==> config.mk <==
export PLATFORM = sky130hd
export DESIGN_NAME = htr_div
export DESIGN_NICKNAME = d
export VERILOG_FILES = /design/src/hdl/htr_pkg.sv /design/src/hdl/htr_div.sv
export SDC_FILE = /design/constraint.sdc
export NUM_CORES = 1
export LEC_CHECK = 0
export BUFFER_PORTS_ARGS = -buffer_cell sky130_fd_sc_hd__buf_2
export CAP_MARGIN = 0
export CORE_UTILIZATION = 50
export CTS_CLUSTER_SIZE = 40
export DETAILED_ROUTE_END_ITERATION = 10
export HOLD_SLACK_MARGIN = 0.08
export PLACE_DENSITY = 0.76
export SYNTH_ARGS = -nofsm -noshare
export SYNTH_HDL_FRONTEND = slang
export SYNTH_SLANG_ARGS = --single-unit
==> constraint.sdc <==
create_clock -name clock -period 2 [get_ports clock]
set_input_delay 0.4 -clock clock [delete_from_list [all_inputs] [get_ports clock]]
set_output_delay 0.4 -clock clock [all_outputs]
set_load 0.1 [all_outputs]
==> src/hdl/htr_pkg.sv <==
// ----------------------------------------------------------------------------
// htr_pkg
// Shared types and constants for the haze transmission recovery unit.
// ----------------------------------------------------------------------------
package htr_pkg;

   // default sizing
   localparam int MAX_WIDTH_DEF  = 1024;
   localparam int MAX_HEIGHT_DEF = 1024;
   localparam int PATCH_SIZE_DEF = 3;

   // field widths
   localparam int CHAN_W     = 8;
   localparam int PIXEL_W    = 3 * CHAN_W;
   localparam int Q16_W      = 16;
   localparam int CSR_IDX_W  = 3;
   localparam int CSR_DATA_W = 16;
   localparam int SIZE_REG_W = 11;

   // shared divider sizing
   localparam int DIV_DVD_W = 25;
   localparam int DIV_DVS_W = 16;

   // register indexes
   localparam logic [CSR_IDX_W-1:0] CSR_FRAME_WIDTH  = 3'd0;
   localparam logic [CSR_IDX_W-1:0] CSR_FRAME_HEIGHT = 3'd1;
   localparam logic [CSR_IDX_W-1:0] CSR_ATMOS_LIGHT  = 3'd2;
   localparam logic [CSR_IDX_W-1:0] CSR_OMEGA        = 3'd3;
   localparam logic [CSR_IDX_W-1:0] CSR_T_FLOOR      = 3'd4;

   // register reset values
   localparam logic [SIZE_REG_W-1:0] RST_FRAME_WIDTH  = 11'd1024;
   localparam logic [SIZE_REG_W-1:0] RST_FRAME_HEIGHT = 11'd768;
   localparam logic [CHAN_W-1:0]     RST_ATMOS_LIGHT  = 8'd255;
   localparam logic [Q16_W-1:0]      RST_OMEGA        = 16'd62259;
   localparam logic [Q16_W-1:0]      RST_T_FLOOR      = 16'd6554;

   // sequencer states
   typedef enum logic [3:0] {
      S_IDLE,
      S_LATCH,
      S_WRITE,
      S_CHECK,
      S_RADDR,
      S_RDATA,
      S_MUL,
      S_DIVA_GO,
      S_DIVA_WAIT,
      S_DIVC_GO,
      S_DIVC_WAIT,
      S_DONE
   } htr_state_type;

   // divider status
   typedef struct packed {
      logic busy;
      logic done;
   } htr_div_stat_type;

   // smallest of three channels
   function automatic logic [CHAN_W-1:0] min3(input logic [PIXEL_W-1:0] px);
      logic [CHAN_W-1:0] m;
      m = px[CHAN_W-1:0];
      if (px[2*CHAN_W-1:CHAN_W] < m) m = px[2*CHAN_W-1:CHAN_W];
      if (px[3*CHAN_W-1:2*CHAN_W] < m) m = px[3*CHAN_W-1:2*CHAN_W];
      return m;
   endfunction

endpackage

==> src/hdl/htr_div.sv <==
// ----------------------------------------------------------------------------
// htr_div
// Restoring divider, one quotient bit per cycle.
// ----------------------------------------------------------------------------
module htr_div
   import htr_pkg::*;
#(
   parameter int DW = DIV_DVD_W,
   parameter int VW = DIV_DVS_W
) (
   input  logic             clock,
   input  logic             reset,
   input  logic             start,
   input  logic [DW-1:0]    dividend,
   input  logic [VW-1:0]    divisor,
   output logic [DW-1:0]    quotient,
   output htr_div_stat_type stat
);

   localparam int CW = $clog2(DW + 1);

   logic [VW-1:0] rem_ff;
   logic [DW-1:0] quo_ff;
   logic [VW-1:0] dvs_ff;
   logic [CW-1:0] cnt_ff;
   logic          busy_ff;
   logic          done_ff;
   logic [VW:0]   shifted;
   logic          ge;
   logic [VW:0]   diff;

   // trial subtract of the next bit
   always_comb begin
      shifted = {rem_ff, quo_ff[DW-1]};
      ge      = shifted >= {1'b0, dvs_ff};
      diff    = shifted - {1'b0, dvs_ff};
   end

   // control
   always_ff @(posedge clock) begin
      if (reset) begin
         busy_ff <= 1'b0;
         done_ff <= 1'b0;
         cnt_ff  <= '0;
      end else begin
         done_ff <= 1'b0;
         if (start) begin
            busy_ff <= 1'b1;
            cnt_ff  <= CW'(DW);
         end else if (busy_ff) begin
            cnt_ff <= cnt_ff - CW'(1);
            if (cnt_ff == CW'(1)) begin
               busy_ff <= 1'b0;
               done_ff <= 1'b1;
            end
         end
      end
   end

   // datapath
   always_ff @(posedge clock) begin
      if (start) begin
         rem_ff <= '0;
         quo_ff <= dividend;
         dvs_ff <= divisor;
      end else if (busy_ff) begin
         rem_ff <= ge ? diff[VW-1:0] : shifted[VW-1:0];
         quo_ff <= {quo_ff[DW-2:0], ge};
      end
   end

   assign quotient  = quo_ff;
   assign stat.busy = busy_ff;
   assign stat.done = done_ff;

endmodule

==> metrics.cfg, run 1 <==
[status]
outcome = complete, but fails checks
violations = negative setup slack

[detailed_routing]
drtPass1Iterations = 4
drt_iter0_drc = 167
ant_nets = 0
vias = 3170
postRouteWirelength_um = 9660
drc_errors = 0
routedWlPerCell_um = 17.0
via_per_inst = 5.57

[floorplan]
die_area_um2 = 7550
io_pins = 71
coreArea_um2 = 6870
rows = 30
die_y_um = 86.9
die_w_um = 86.9
start_util = 0.524

[clock_tree]
htreeDepth = 3
cts-root-buf = clkbuf_8
cts_tree = done
cts_sinks = 64
cts_buffers = 9
cts.clk_slew.worst_paths_ns = 0.08
hold_buffers = 0
cts_max_path_buffers = 2
clock_latency_ns = 0.34

[power_and_ir_drop]
power.static_leakage_uw = 0.00218
combPwrFrac = 0.301
power_uw = 4000
intPower_uw = 2630
pwr-share-seq = 0.397
power.density_nw_per_um2 = 784
switching_share = 0.341
switching_power_uw = 1360
clkPwrFrac = 0.302
irDropWorstVdd_mv = 0.618

[yosys]
synth_edf_count = 41
yosysSeqAreaShare = 0.470
yosys.area.top_type_share = 0.342
yosys-top-cells-count = edfxtp_1 (41), mux2_2 (25), nand2_1 (24)
netlist_instances = 326
syn_area_per_cell_um2 = 11.0
syn-num-nets = 389
synthDistinctLibCells = 59
yosysMostFrequentCell = edfxtp_1
synth_ff_type = edfxtp_1
synth_seq_cells = 64
yosys_warnings = 0
synthTopCellsByArea = edfxtp_1 (34%), dfxtp_1 (13%), mux2_2 (7.8%)
synth_top_area_cell = edfxtp_1
async_flop_share = 0
syn_area_um2 = 3600

[job]
cap_violations = 0

[cells_and_area]
fin_nets = 531
antennaDiodeCount = 0
multiInputGateArea_um2 = 2010
area_growth_pct = 41.5
utilization = 0.742
n_fill_cell = 487
drive_above_1_share = 0.526
ff_latch_area_um2 = 1690

[worst_setup_path]
rr_startpoint = dvs_ff[6]
required_ns = 2.23
critPathLaunchType = register
worst_r2r_path_depth = 9
reg2reg_slack_ns = -0.14
cp_max_fo = 6
critPathKind = register to register
cp-end-kind = register
cp.arrival_ns = 2.37
r2r_end = rem_ff[8]

[timing]
post-route-period-util = 1.07
tightest_slew_ns = 0.495
setup_viol_count_final = 17
rsz0062_at_grt = true
timing.fmax_mhz = 466
setup_slack_ns = -0.144
finalMaxSlewViolations = 0
skew_ns = 0.0123
slew_headroom = 0.673
hold_ws_ns = 0.225
fin_crit_ns = 2.14
hold_violations = 0

[grt]
antenna_found_initial = 0
grt_pass1_vias = 3194
grt-ovfl-total = 0
grt_max_degree = 26
grt_usage = 0.259
grt_pass1_wl_um = 14600

[min_path]
hold_path_depth = 1
min_path_type = input pin to register
whs_endpoint = dvs_ff[11]
hp-start = divisor[11]

[placed_design]
place_congestion = 0.874
port_buffers = 70
hpwl_um = 6250

state kept, by name (all words and copies together), names as in the netlist:
name      cells
dvs_ff       16
busy_ff       1
cnt_ff        5
quotient     25
done_ff       1
rem_ff       16
worst max-delay path by stage:
stage          slack (ns)          to          from
4_1_cts             -0.09   rem_ff[8]     dvs_ff[2]
6_report            -0.14   rem_ff[8]     dvs_ff[6]
3_3_place_gp        -0.22   rem_ff[6]     dvs_ff[8]
3_5_place_dp        -0.26   rem_ff[8]     dvs_ff[8]
2_1_floorplan       -0.63  rem_ff[10]  quotient[24]
5_1_grt             -0.24   rem_ff[6]     dvs_ff[6]
cells by family after synthesis:
kind of cell | share of synthesized area
DFF | 0.470
muxes | 0.0782
AOI/OAI and AO/OA | 0.175
adders and majority gates | 0.0681
buffers and inverters | 0.0580
xor gates and xnor gates | 0.0365
and+or+nand+nor | 0.115
worst max-delay path, cell delays in order (launching register included):
cell and delay, ns:
edfxtp_1 0.38, inv_2 0.07, ha_4 0.21, a21oi_2 0.20, o211ai_1 0.12, nand2_2 0.13
a41oi_4 0.16, or2_4 0.33, buf_6 0.14, o311a_1 0.29
power groups by stage:
stage | clock network, µW | logic [µW] | registers [µW]
global placement | 0 | 1050 | 1600
detailed placement | 0 | 1070 | 1600
CTS | 1230 | 1140 | 1580
floorplan | 0 | 398 | 1990
global route | 1290 | 1270 | 1600
finish | 1210 | 1200 | 1580
layout by cell type (no fill, tap or decap), drive strengths merged, types with 5 or more instances in the layout:
cell	n
a21o	7
a21oi	15
buf	150
clkbuf	10
dfxtp	23
edfxtp	41
ha	18
inv	23
mux2	25
nand2	25
nand2b	5
nor2	23
nor3	9
nor4	5
o211ai	13
o21ai	12
xnor2	6
xor2	9
repair_timing:
item / in CTS / in global routing
resized for setup: 30 / 17
setup buffers: 7 / 9
pin swaps: 16 / 21
setup endpoints to repair: 17 / 17
metal layers:
metal  GRT usage  share of wire  up-vias  wire length, µm
met4       0.132          0.042        0              405
met3      0.0796          0.056       39              541
li1            -              -     1490                -
met1       0.297           0.41     1513             3980
met2       0.435           0.49      128             4730
met5           0              0        -                0
layout make-up:
cell class                 count  share of cell area
clock buffer                  10              0.0250
multi-input combinational    220               0.394
timing repair buffer         150               0.192
inverter                      23              0.0169
tap                           96              0.0236
clock inverter                 6              0.0164
sequential                    64               0.332
stage by stage:
stage	TNS (ns)	area [µm²]	cells	setup slack [ns]
finish	-1.60	5100	569	-0.144
detailed placement	-3.82	4500	537	-0.263
CTS	-0.421	4960	560	-0.0947
global placement	-3.22	4500	537	-0.220
floorplan	-8.73	3660	326	-0.627
global route	-3.19	5100	569	-0.237
Power figures use the tool's default switching activity.
==> inputs of run 2 (changes only) <==
--- a/config.mk
+++ b/config.mk
@@ -7,11 +7,13 @@
 export LEC_CHECK = 0
 export BUFFER_PORTS_ARGS = -buffer_cell sky130_fd_sc_hd__buf_2
 export CAP_MARGIN = 0
-export CORE_UTILIZATION = 50
+export CELL_PAD_IN_SITES_DETAIL_PLACEMENT = 1
+export CELL_PAD_IN_SITES_GLOBAL_PLACEMENT = 2
+export CORE_UTILIZATION = 32
 export CTS_CLUSTER_SIZE = 40
 export DETAILED_ROUTE_END_ITERATION = 10
 export HOLD_SLACK_MARGIN = 0.08
-export PLACE_DENSITY = 0.76
+export PLACE_DENSITY_LB_ADDON = 0.1
 export SYNTH_ARGS = -nofsm -noshare
 export SYNTH_HDL_FRONTEND = slang
 export SYNTH_SLANG_ARGS = --single-unit
==> metrics.cfg, run 2 (synthesis results as in run 1) <==
[status]
outcome = complete, but fails checks
violations = negative setup slack

[worst_setup_path]
required_ns = 2.25  ; +0.02 ns
cpMaxStageDelayCell = edfxtp_1
cp-end-kind = register
critPathLaunchType = register
worst_r2r_path_depth = 9  ; unchanged
cp.arrival_ns = 2.37  ; about the same
worstSetupPathDepth = 9  ; unchanged
path_delay_family = compound AO/OA/AOI/OAI gates
cp.buffers_inverters = 2  ; unchanged
cp_max_fo = 4  ; -2
critPathKind = register to register
crit_chain = inv_2 -> ha_4 -> o211ai_2 -> a21oi_2 -> o21ai_2 -> a41oi_4 -> or2_4 -> buf_6 -> a221o_1
critPathMaxStageDelay_ns = 0.38  ; about the same

[grt]
grt-ovfl-total = 0  ; unchanged
grt_pass1_vias = 3265  ; +2.2%
met1_usage = 0.240  ; -0.0578
grt_max_degree = 29  ; +12%
antenna_found_initial = 0  ; unchanged
use_met3 = 0.0627  ; -0.0169
gr-max-usage-layer = met2
use_met2 = 0.313  ; -0.122
grt_pass1_wl_um = 16800  ; +15%
grt_usage = 0.192  ; -0.0664

[clock_tree]
cts_sinks = 64  ; unchanged
cts.clk_slew.worst_paths_ns = 0.08  ; about the same
hold_buffers = 0  ; unchanged
cts-root-buf = clkbuf_8
cts_max_path_buffers = 2  ; unchanged
htreeDepth = 3  ; unchanged
clock_latency_ns = 0.36  ; +0.02 ns
cts_buffers = 9  ; unchanged
cts_tree = done

[floorplan]
start_util = 0.331  ; -0.194
rows = 38  ; +27%
coreArea_um2 = 10900  ; +59%
die_area_um2 = 11700  ; +55%
die_w_um = 108  ; +24%
io_pins = 71  ; unchanged
die_y_um = 108  ; +24%

[timing]
setup_slack_ns = -0.115  ; +0.0285 ns
finalMaxSlewViolations = 0  ; unchanged
setup_viol_count_final = 16  ; -1
slew_headroom = 0.413  ; -0.260
timing.fmax_mhz = 473  ; +1.3%
fin_setup_tns_ns = -1.02  ; +0.581 ns
hold_violations = 0  ; unchanged
post-route-period-util = 1.06  ; -0.0142
hold_ws_ns = 0.209  ; -0.0166 ns
tightest_slew_ns = 0.877  ; +0.383 ns
skew_ns = 0.0104  ; -0.00196 ns
fin_crit_ns = 2.12  ; -0.0285 ns
rsz0062_at_grt = true

[min_path]
min_path_type = input pin to register
hold_path_depth = 1  ; unchanged

[power_and_ir_drop]
switching_share = 0.355  ; +0.0133
power.density_nw_per_um2 = 756  ; -3.6%
power.static_leakage_uw = 0.00220  ; +0.95%
switching_power_uw = 1380  ; +1.4%
clkPwrFrac = 0.284  ; -0.018
irDropWorstVdd_mv = 0.673  ; +8.8%
power_uw = 3900  ; -2.4%
pwr-share-seq = 0.407  ; +0.010
intPower_uw = 2520  ; -4.4%
combPwrFrac = 0.310  ; +0.009

[cells_and_area]
finalNonFillerCells = 617  ; +8.4%
fin_nets = 535  ; +0.75%
largest_reg_flops = 25  ; unchanged
antennaDiodeCount = 0  ; unchanged
area_growth_pct = 43.3
drive_above_1_share = 0.514  ; -0.0128
multiInputGateArea_um2 = 2000  ; -0.75%
layout_commonest_cell = buf_4
ff_latch_area_um2 = 1690  ; unchanged
n_fill_cell = 1208  ; +150%
final_cell_mix = buf_4 (75), buf_2 (70), edfxtp_1 (41), mux2_2 (25)

[placed_design]
pre_cts_ws_ns = -0.325  ; -0.0625 ns
port_buffers = 70  ; unchanged
dpl.cell_count = 585  ; +8.9%
place_congestion = 0.795  ; -9.0%
hpwl_um = 7580  ; +21%

[detailed_routing]
drc_errors = 0  ; unchanged
routedWlPerCell_um = 16.8  ; -0.95%
drtPass1Iterations = 4  ; unchanged
ant_nets = 0  ; unchanged
via_per_inst = 4.97  ; -11%
drt_iter0_drc = 74  ; -56%
vias = 3065  ; -3.3%
postRouteWirelength_um = 10400  ; +7.4%

[job]
cap_violations = 0  ; unchanged

run 2: cell count changes in the layout (fill, tap and decap cells not counted), moves of 2 or more:
cell,before,now
a21oi_2,4,2
buf_6,4,7
inv_1,15,18
inv_2,8,5
run 2: worst reg2reg max path, stage by stage, from the launching register on:
cell and delay (ns):
edfxtp_1 0.38, inv_2 0.08, ha_4 0.20, o211ai_2 0.19
a21oi_2 0.07, o21ai_2 0.20, a41oi_4 0.17, or2_4 0.30
buf_6 0.14, a221o_1 0.29
run 2: power groups by stage:
stage | logic (µW) | registers, µW | clock network (µW)
floorplan | 398 | 1990 | 0
detailed placement | 1110 | 1610 | 0
global placement | 1090 | 1610 | 0
finish | 1210 | 1590 | 1110
global route | 1280 | 1600 | 1190
CTS | 1190 | 1590 | 1140
run 2: area by class of cell:
| class | count | share of cell area |
|---|---|---|
| multi-input combinational | 220 | 0.387 |
| sequential | 64 | 0.328 |
| timing repair buffer | 154 | 0.200 |
| tap | 140 | 0.0339 |
| clock buffer | 11 | 0.0254 |
| inverter | 23 | 0.0167 |
| clock inverter | 5 | 0.00969 |
run 2: routing by layer:
layer,vias up,part of all wire
met5,-,0
met4,0,0.011
met3,13,0.046
met2,68,0.49
met1,1481,0.46
li1,1503,-
run 2: worst paths after layout:
path | slack, ns | from | end
setup / recovery | -0.12 | dvs_ff[2] | rem_ff[1]
hold / removal | 0.21 | divisor[2] | dvs_ff[2]
setup reg to reg | -0.12 | dvs_ff[2] | rem_ff[1]
hold reg to reg | 0.53 | rem_ff[15] | rem_ff[15]
run 2: repair_timing:
action,in CTS,in global routing
resized for setup,35,10
setup endpoints to repair,17,17
pin swaps,15,6
setup buffers,12,4
run 2: per-stage QoR:
step,cell area (µm²),util
final,5160,0.474
after global routing,5160,0.474
after CTS,5090,0.467
after detailed placement,4580,0.421
after global placement,4580,0.421
after floorplan,3660,-
